## src/design/assert_macros.svh

```systemverilog
// Assertion macros shared by the line edit buffer RTL.
`ifndef ASSERT_MACROS_SVH
`define ASSERT_MACROS_SVH
`ifndef SYNTHESIS
`define ASSERT_ALWAYS(lbl, clk, rst, expr, msg) \
  lbl: assert property (@(posedge clk) disable iff (rst) (expr)) else $error(msg);
`define ASSERT_NEXT(lbl, clk, rst, ante, cons, msg) \
  lbl: assert property (@(posedge clk) disable iff (rst) (ante) |=> (cons)) else $error(msg);
`else
`define ASSERT_ALWAYS(lbl, clk, rst, expr, msg)
`define ASSERT_NEXT(lbl, clk, rst, ante, cons, msg)
`endif
`endif

```

## src/design/utf8le_pkg.sv

```systemverilog
// Package: command codes, sequencer states and UTF-8 byte decode for the line edit buffer.
`default_nettype none
package utf8le_pkg;

  localparam int CAPACITY_DEF = 256;

  localparam logic [2:0] MAX_INSERT = 3'd4;

  localparam logic [7:0] CONT_MASK  = 8'hC0;
  localparam logic [7:0] CONT_TAG   = 8'h80;
  localparam logic [7:0] LEAD2_MASK = 8'hE0;
  localparam logic [7:0] LEAD2_TAG  = 8'hC0;
  localparam logic [7:0] LEAD3_MASK = 8'hF0;
  localparam logic [7:0] LEAD3_TAG  = 8'hE0;
  localparam logic [7:0] LEAD4_MASK = 8'hF8;
  localparam logic [7:0] LEAD4_TAG  = 8'hF0;

  typedef enum logic [2:0] {
    CMD_INSERT    = 3'd0,
    CMD_BACKSPACE = 3'd1,
    CMD_HOME      = 3'd2,
    CMD_END       = 3'd3,
    CMD_LEFT      = 3'd4,
    CMD_RIGHT     = 3'd5,
    CMD_CLEAR     = 3'd6,
    CMD_READ      = 3'd7
  } cmd_t;

  typedef enum logic [3:0] {
    S_IDLE,
    S_INS_SHIFT,
    S_INS_DRAIN,
    S_INS_FILL,
    S_SCAN,
    S_DEL_SHIFT,
    S_DEL_DRAIN,
    S_RIGHT,
    S_READ
  } state_t;

  function automatic logic is_cont(input logic [7:0] b);
    return (b & CONT_MASK) == CONT_TAG;
  endfunction

  function automatic logic [2:0] lead_len(input logic [7:0] b);
    logic [2:0] n;
    if (b[7] == 1'b0) begin
      n = 3'd1;
    end else if ((b & LEAD2_MASK) == LEAD2_TAG) begin
      n = 3'd2;
    end else if ((b & LEAD3_MASK) == LEAD3_TAG) begin
      n = 3'd3;
    end else if ((b & LEAD4_MASK) == LEAD4_TAG) begin
      n = 3'd4;
    end else begin
      n = 3'd1;
    end
    return n;
  endfunction

endpackage
`default_nettype wire

```

## src/design/utf8le_ram.sv

```systemverilog
// Line byte store: one write port, one read port with registered read data.
`default_nettype none
module utf8le_ram #(
  parameter int DEPTH = utf8le_pkg::CAPACITY_DEF,
  localparam int AW = $clog2(DEPTH)
) (
  input  wire logic          clk,
  input  wire logic          we,
  input  wire logic [AW-1:0] waddr,
  input  wire logic [7:0]    wdata,
  input  wire logic [AW-1:0] raddr,
  output logic      [7:0]    rdata
);

  logic [7:0] mem [DEPTH];

  always_ff @(posedge clk) begin
    if (we) begin
      mem[waddr] <= wdata;
    end
    rdata <= mem[raddr];
  end

endmodule
`default_nettype wire

```

## src/design/utf8_line_edit_buffer.sv

```systemverilog
// Top level: UTF-8 line edit buffer with a byte-serial shift and scan sequencer.
//
// Usage: drive cmd and its operands with start high; the command is taken at
// a clock edge where start is high and busy is low. Every command returns one
// result: done pulses high for exactly one cycle with status, cursor_now,
// length_now and read_data valid. The receiver cannot stall; done is never
// repeated, so sample it when it arrives.
// Steps per command (L = length, C = cursor, n = byte_count):
//   home, end, clear, rejected commands, read at or past length: result in the cycle after accept.
//   read, right: one registered line store read before the result.
//   left: a scan back from the cursor over the bytes of the character stepped over.
//   insert: with the cursor at the end of the line, the fill of n bytes only; else the tail
//   shift from L - 1 down to C, a drain state, then the fill, tail moved one byte per cycle.
//   backspace: as left, then when C < L a tail shift of L - C bytes and a drain state.
// One line store port pair serves every step, so an insert or backspace at
// the start of a full line moves the whole line through it byte by byte.
// busy is high from accept until the result is registered, and stays low for the
// commands answered from idle; the next command may be taken in the cycle done is high.
// Reset clears length and cursor; line bytes are not cleared and need no pass.
`default_nettype none
`include "assert_macros.svh"
module utf8_line_edit_buffer #(
  parameter int CAPACITY = utf8le_pkg::CAPACITY_DEF
) (
  input  wire logic       clk,
  input  wire logic       rst,
  input  wire logic       start,
  output logic            busy,
  input  wire logic [2:0] cmd,
  input  wire logic [2:0] byte_count,
  input  wire logic [7:0] insert_byte0,
  input  wire logic [7:0] insert_byte1,
  input  wire logic [7:0] insert_byte2,
  input  wire logic [7:0] insert_byte3,
  input  wire logic [7:0] read_index,
  output logic            done,
  output logic            status,
  output logic      [7:0] cursor_now,
  output logic      [7:0] length_now,
  output logic      [7:0] read_data
);

  import utf8le_pkg::*;

  localparam int AW = $clog2(CAPACITY);
  localparam int CW = (AW > 8) ? AW : 8;
  localparam logic [AW:0] CAP_W = (AW+1)'(CAPACITY);

  state_t state, state_next;
  cmd_t   op, op_next;

  logic [AW-1:0] length, length_next;
  logic [AW-1:0] cursor, cursor_next;
  logic [AW-1:0] ptr, ptr_next;
  logic [AW-1:0] dptr, dptr_next;
  logic [AW-1:0] waddr, waddr_next;
  logic          pend, pend_next;
  logic [1:0]    k, k_next;
  logic [2:0]    cnt, cnt_next;
  logic [7:0]    ins_bytes [4];

  logic          mem_we;
  logic [AW-1:0] mem_waddr;
  logic [7:0]    mem_wdata;
  logic [AW-1:0] mem_raddr;
  logic [7:0]    mem_rdata;

  logic          fin;
  logic          fin_status;
  logic [7:0]    fin_rdata;

  logic [AW:0]   ins_sum;
  logic [CW-1:0] ridx_ext;
  logic [AW:0]   right_sum;
  logic [CW-1:0] cursor_ext;
  logic [CW-1:0] length_ext;

  assign busy      = (state != S_IDLE);
  assign ins_sum   = (AW+1)'(length) + (AW+1)'(byte_count);
  assign ridx_ext  = CW'(read_index);
  assign right_sum = (AW+1)'(cursor) + (AW+1)'(lead_len(mem_rdata));

  utf8le_ram #(
    .DEPTH (CAPACITY)
  ) u_ram (
    .clk   (clk),
    .we    (mem_we),
    .waddr (mem_waddr),
    .wdata (mem_wdata),
    .raddr (mem_raddr),
    .rdata (mem_rdata)
  );

  always_comb begin
    state_next  = state;
    op_next     = op;
    length_next = length;
    cursor_next = cursor;
    ptr_next    = ptr;
    dptr_next   = dptr;
    waddr_next  = waddr;
    pend_next   = 1'b0;
    k_next      = k;
    cnt_next    = cnt;
    fin         = 1'b0;
    fin_status  = 1'b0;
    fin_rdata   = '0;
    mem_raddr   = ptr;
    mem_we      = pend;
    mem_waddr   = waddr;
    mem_wdata   = mem_rdata;

    unique case (state)
      S_IDLE: begin
        if (start) begin
          op_next  = cmd_t'(cmd);
          cnt_next = byte_count;
          k_next   = '0;
          unique case (cmd_t'(cmd)) inside
            CMD_INSERT: begin
              if (byte_count > MAX_INSERT || ins_sum >= CAP_W) begin
                fin        = 1'b1;
                fin_status = 1'b1;
              end else if (byte_count == '0) begin
                fin = 1'b1;
              end else if (cursor == length) begin
                state_next = S_INS_FILL;
              end else begin
                ptr_next   = length - 1'b1;
                state_next = S_INS_SHIFT;
              end
            end
            CMD_BACKSPACE, CMD_LEFT: begin
              if (cursor == '0) begin
                fin        = 1'b1;
                fin_status = 1'b1;
              end else begin
                mem_raddr  = cursor - 1'b1;
                ptr_next   = cursor - 1'b1;
                state_next = S_SCAN;
              end
            end
            CMD_HOME: begin
              cursor_next = '0;
              fin         = 1'b1;
            end
            CMD_END: begin
              cursor_next = length;
              fin         = 1'b1;
            end
            CMD_RIGHT: begin
              if (cursor >= length) begin
                fin        = 1'b1;
                fin_status = 1'b1;
              end else begin
                mem_raddr  = cursor;
                state_next = S_RIGHT;
              end
            end
            CMD_CLEAR: begin
              length_next = '0;
              cursor_next = '0;
              fin         = 1'b1;
            end
            CMD_READ: begin
              if (ridx_ext < CW'(length)) begin
                mem_raddr  = ridx_ext[AW-1:0];
                state_next = S_READ;
              end else begin
                fin = 1'b1;
              end
            end
            default: begin
              fin = 1'b1;
            end
          endcase
        end
      end
      S_INS_SHIFT: begin
        mem_raddr  = ptr;
        pend_next  = 1'b1;
        waddr_next = ptr + AW'(cnt);
        if (ptr == cursor) begin
          state_next = S_INS_DRAIN;
        end else begin
          ptr_next = ptr - 1'b1;
        end
      end
      S_INS_DRAIN: begin
        state_next = S_INS_FILL;
      end
      S_INS_FILL: begin
        mem_we    = 1'b1;
        mem_waddr = cursor + AW'(k);
        mem_wdata = ins_bytes[k];
        k_next    = k + 1'b1;
        if (({1'b0, k} + 3'd1) == cnt) begin
          length_next = length + AW'(cnt);
          cursor_next = cursor + AW'(cnt);
          fin         = 1'b1;
          state_next  = S_IDLE;
        end
      end
      S_SCAN: begin
        if (ptr != '0 && is_cont(mem_rdata)) begin
          ptr_next  = ptr - 1'b1;
          mem_raddr = ptr - 1'b1;
        end else if (op == CMD_LEFT) begin
          cursor_next = ptr;
          fin         = 1'b1;
          state_next  = S_IDLE;
        end else begin
          cursor_next = ptr;
          length_next = length - cursor + ptr;
          dptr_next   = ptr;
          ptr_next    = cursor;
          if (cursor == length) begin
            fin        = 1'b1;
            state_next = S_IDLE;
          end else begin
            state_next = S_DEL_SHIFT;
          end
        end
      end
      S_DEL_SHIFT: begin
        mem_raddr  = ptr;
        pend_next  = 1'b1;
        waddr_next = dptr;
        dptr_next  = dptr + 1'b1;
        if (dptr == length - 1'b1) begin
          state_next = S_DEL_DRAIN;
        end else begin
          ptr_next = ptr + 1'b1;
        end
      end
      S_DEL_DRAIN: begin
        fin        = 1'b1;
        state_next = S_IDLE;
      end
      S_RIGHT: begin
        if (right_sum > (AW+1)'(length)) begin
          cursor_next = length;
        end else begin
          cursor_next = right_sum[AW-1:0];
        end
        fin        = 1'b1;
        state_next = S_IDLE;
      end
      S_READ: begin
        fin_rdata  = mem_rdata;
        fin        = 1'b1;
        state_next = S_IDLE;
      end
      default: begin
        state_next = S_IDLE;
      end
    endcase
  end

  always_ff @(posedge clk) begin
    if (rst) begin
      state  <= S_IDLE;
      length <= '0;
      cursor <= '0;
      pend   <= 1'b0;
      done   <= 1'b0;
    end else begin
      state  <= state_next;
      length <= length_next;
      cursor <= cursor_next;
      pend   <= pend_next;
      done   <= fin;
    end
  end

  assign cursor_ext = CW'(cursor_next);
  assign length_ext = CW'(length_next);

  always_ff @(posedge clk) begin
    op    <= op_next;
    ptr   <= ptr_next;
    dptr  <= dptr_next;
    waddr <= waddr_next;
    k     <= k_next;
    cnt   <= cnt_next;
    if (state == S_IDLE && start) begin
      ins_bytes[0] <= insert_byte0;
      ins_bytes[1] <= insert_byte1;
      ins_bytes[2] <= insert_byte2;
      ins_bytes[3] <= insert_byte3;
    end
    if (fin) begin
      status     <= fin_status;
      cursor_now <= cursor_ext[7:0];
      length_now <= length_ext[7:0];
      read_data  <= fin_rdata;
    end
  end

  `ASSERT_ALWAYS(a_cursor_in_line, clk, rst, cursor <= length, "cursor beyond line length")
  `ASSERT_ALWAYS(a_length_below_cap, clk, rst, (AW+1)'(length) < CAP_W, "line length at capacity")
  `ASSERT_ALWAYS(a_done_when_free, clk, rst, !(done && busy), "result while still busy")
  `ASSERT_ALWAYS(a_no_write_clash, clk, rst, !(pend && state == S_INS_FILL), "tail move and fill collide")
  `ASSERT_NEXT(a_clear_quick, clk, rst, state == S_IDLE && start && cmd == CMD_CLEAR, done && length_now == 8'd0, "clear not answered next cycle")

endmodule
`default_nettype wire
```

## config.mk

```make
export PLATFORM = sky130hd
export DESIGN_NAME = utf8_line_edit_buffer
export DESIGN_NICKNAME = d
export VERILOG_FILES = /design/src/design/utf8le_pkg.sv /design/src/design/utf8le_ram.sv /design/src/design/utf8_line_edit_buffer.sv
export VERILOG_INCLUDE_DIRS = /design/src /design/src/design
export SDC_FILE = /design/constraint.sdc
export NUM_CORES = 2
export LEC_CHECK = 0
export ABC_AREA = 1
export ABC_CLOCK_PERIOD_IN_PS = 12300
export BUFFER_PORTS_ARGS = -buffer_cell sky130_fd_sc_hd__buf_2
export CAP_MARGIN = 20
export CELL_PAD_IN_SITES_DETAIL_PLACEMENT = 1
export CELL_PAD_IN_SITES_GLOBAL_PLACEMENT = 2
export CORE_ASPECT_RATIO = 1.75
export CORE_UTILIZATION = 39
export DETAILED_ROUTE_END_ITERATION = 8
export PLACE_DENSITY = 0.76
export SKIP_LAST_GASP = 1
export SLEW_MARGIN = 20
export SYNTH_ARGS = -nofsm -noshare
export SYNTH_HDL_FRONTEND = slang
export SYNTH_SLANG_ARGS = --single-unit
```

## constraint.sdc

```tcl
create_clock -name clk -period 12.3 [get_ports clk]
set_clock_uncertainty 0.2 [all_clocks]
set_input_delay 0.615 -clock clk [delete_from_list [all_inputs] [get_ports clk]]
set_output_delay 0.615 -clock clk [all_outputs]
set_load 0.05 [all_outputs]
```

==> results.toml <==
[synth]
synth_adder_area_share = 0.00982
synth_seq_cells = 2169
synth_mux_area_frac = 0
synth-seq-area-share = 0.695
synth_top_family_by_area = "simple AND/OR/NAND/NOR gates"
synth_ff_type = "edfxtp_1"
syn_nets = 8340
synth-simple-area-share = 0.235
synth-xor-area-share = 0.00376
ys_types = 56
synth_area_um2 = 93300
async_flop_share = 0
synth_cells = 8225
synth_compound_area_frac = 0.0171
synth_edf_count = 2137
synth_warnings = 0
avgSynthCellArea_um2 = 11.3

[clock_tree]
cts_root_buf = "clkbuf_16"
clkLatencyLatePin_ns = 0.88
post_cts_resized = 0
cts.sinks = 2169
clkTransAtPathRegs_ns = 0.07
numCtsBuffers = 202
cts_htree_levels = 4
clk_path_buf_depth = 4
cts_tree = "built"

[drt]
drt_iter0_drc = 5547
viasPerCell = 5.81
dr.pass1.iters = 6
ant_nets = 0
wl_per_cell_um = 28.2
routed_wl_um = 320000
vias = 65778
drc_errors = 0

[global_route]
grt_pass1_vias = 69078
grt_max_degree = 213
antenna_found_initial = 8
grt_util_all_layers = 0.262
grt_first_pass_wirelength_um = 467000
grt_remaining_overflow = 0

[sta]
finalCritPeriodShare = 0.617
rsz0062_at_grt = "false"
fin_crit_ns = 7.59
fmax_mhz = 132
final_max_slew_viol_count = 0
finalHoldViolCount = 0
setup_viol = 0
worst_pin_slew_ns = 1.19
maxSlewHeadroom = 0.207

[status]
status = "complete, no violations"

[floorplan]
rows = 237
fp.dieH_um = 649
die-width_um = 372
ioPinCount = 76
core_region_area_um2 = 238000
start_util = 0.392
dieArea_um2 = 241000

[hold_path]
hold_class = "input pin to flip-flop"
hold_depth = 5

[placement]
gp_congestion = 0.916
io_buffers = 75
dp_hpwl_um = 189000

[job]
max_cap_violations = 0

[final_layout]
final_nets = 8177
utilization = 0.432
area_growth_pct = 10.1
fillers = 25438
drive_above_1_share = 0.0655

[worst_setup_path]
worstSetupPathType = "flip-flop to flip-flop"
path_max_fanout = 130
worstRegToRegCells = 25
worstSetupStartpointType = "flip-flop"
crit_arrival_ns = 8.21
worst_setup_path_end_kind = "flip-flop"
critPathRequiredTime_ns = 12.93
[logic make-up after synthesis]
| family | Yosys count |
|---|---|
| adders and majority gates | 66 |
| DFF | 2169 |
| AOI/OAI and AO/OA | 265 |
| and+or+nand+nor | 4888 |
| buffers and inverters | 797 |
| xor gates and xnor gates | 40 |
[worst paths after layout]
path                          from                endpoint  slack, ns
max           cursor[0]$_SDFF_PP0_  u_ram.rdata[2]$_DFF_P_       4.71
min                          start   state[0]$_SDFFE_PP0P_       0.23
max reg2reg   cursor[0]$_SDFF_PP0_  u_ram.rdata[2]$_DFF_P_       4.71
min reg2reg  state[0]$_SDFFE_PP0P_   state[0]$_SDFFE_PP0P_       0.42
[metrics by stage]
stage | instance area (um2) | hold WS [ns] | setup slack, ns | instances | TNS [ns]
CTS | 103000 | 0.169 | 4.87 | 11324 | 0
detailed placement | 96000 | 0.392 | 4.90 | 10925 | 0
floorplan | 93300 | 0.312 | -1.25 | 8225 | -2565.83
finish | 103000 | 0.229 | 4.71 | 11328 | 0
global route | 103000 | 0.234 | 4.35 | 11326 | 0
global placement | 96000 | 0.377 | 4.95 | 10923 | 0
[sequential cells by signal, summed over array words and instances (netlist names), 2 cells and up, named ones only]
signal       cells
cursor_now       8
ptr              8
read_data        8
u_ram.rdata      8
length           8
length_now       8
waddr            8
dptr             8
u_ram.mem     2048
state            4
op               3
cnt              3
ins_bytes       32
k                2
cursor           8
[what timing repair did]
action                                  in CTS  in global routing
buffers inserted                             0                  0
endpoints found under the setup margin       0                  0
hold endpoints to repair                    51                  0
hold buffers                                39                  0
[synth_stat cells, drive strengths merged (6+ instances only)]
library cell	count	area, um2
or2	7	43.8
nor3	19	100
nand2	1642	6170
clkbuf	156	586
dfxtp	32	641
edfxtp	2137	64200
o22ai	7	43.8
xnor2	8	70.1
clkinv	8	35.0
o32ai	8	70.1
nor2	417	1580
buf	440	2310
nand4	15	93.8
xor2	32	280
ha	54	676
fa	12	240
o211ai	18	135
a21oi	72	387
o21ai	111	567
nand3	2780	13900
a2111oi	6	52.6
inv	193	724
[layout make-up]
type | instances | area, um2 | share of cell area
antenna | 3 | 7.51 | 0.0000731
clock buffer | 250 | 5350 | 0.0521
clock inverter | 110 | 936 | 0.00911
inverter | 201 | 777 | 0.00757
multi-input combinational | 5259 | 25100 | 0.244
sequential | 2169 | 64800 | 0.631
tap | 3107 | 3890 | 0.0379
timing repair buffer | 229 | 1870 | 0.0182
[metal layers]
metal	track usage	wire, um
met3	0.0287	14800
met2	0.473	167000
met5	0	13
met1	0.297	117000
met4	0.149	20500
[critical path, cell delays in order (launching register included)]
cell      delay, ns
dfxtp_1        0.62
clkinv_1       0.45
ha_1           0.41
nand2_1        0.07
nor2_1         0.04
and2_1         0.18
nor2_1         0.23
nand2_1        0.12
nand2_1        0.09
nand3_1        0.10
nand3_1        0.17
nand2_4        0.26
nand2_8        0.55
buf_4          0.80
buf_4          0.72
buf_12         0.48
nand2_1        0.10
nand3_1        0.11
nand3_1        0.14
nand3_1        0.14
nand3_1        0.23
nand3_1        0.46
nand3_1        0.15
nand2_1        0.09
nand2_1        0.07
nand2_1        0.08
[cell usage in the layout (no fill, tap or decap), types with 6 or more instances in the layout]
cell type	netlist	final
clkbuf_16	0	207
nor3_1	18	17
clkbuf_1	156	42
dfxtp_1	32	32
o21ai_0	105	97
inv_6	0	6
edfxtp_1	2137	2137
a2111oi_0	6	6
dlygate4sd3_1	0	39
nand4_1	15	15
nor2_2	2	7
buf_4	45	96
fa_1	12	12
o22ai_1	7	7
clkinv_2	0	33
o32ai_1	8	8
a21oi_1	69	68
o211ai_1	18	18
inv_1	177	176
buf_2	371	75
clkinv_1	7	52
inv_2	16	14
ha_1	54	54
buf_12	0	18
nand2_2	3	16
xor2_1	32	32
xnor2_1	8	8
o21ai_4	1	9
or2_2	7	7
nand3_1	2779	2779
nor2_1	414	407
nand2_1	1639	1621
bufinv_16	0	15
Power is left out: the tool's default activity adds up to more than one toggle a clock period on the data nets, which glitch-free logic cannot reach.
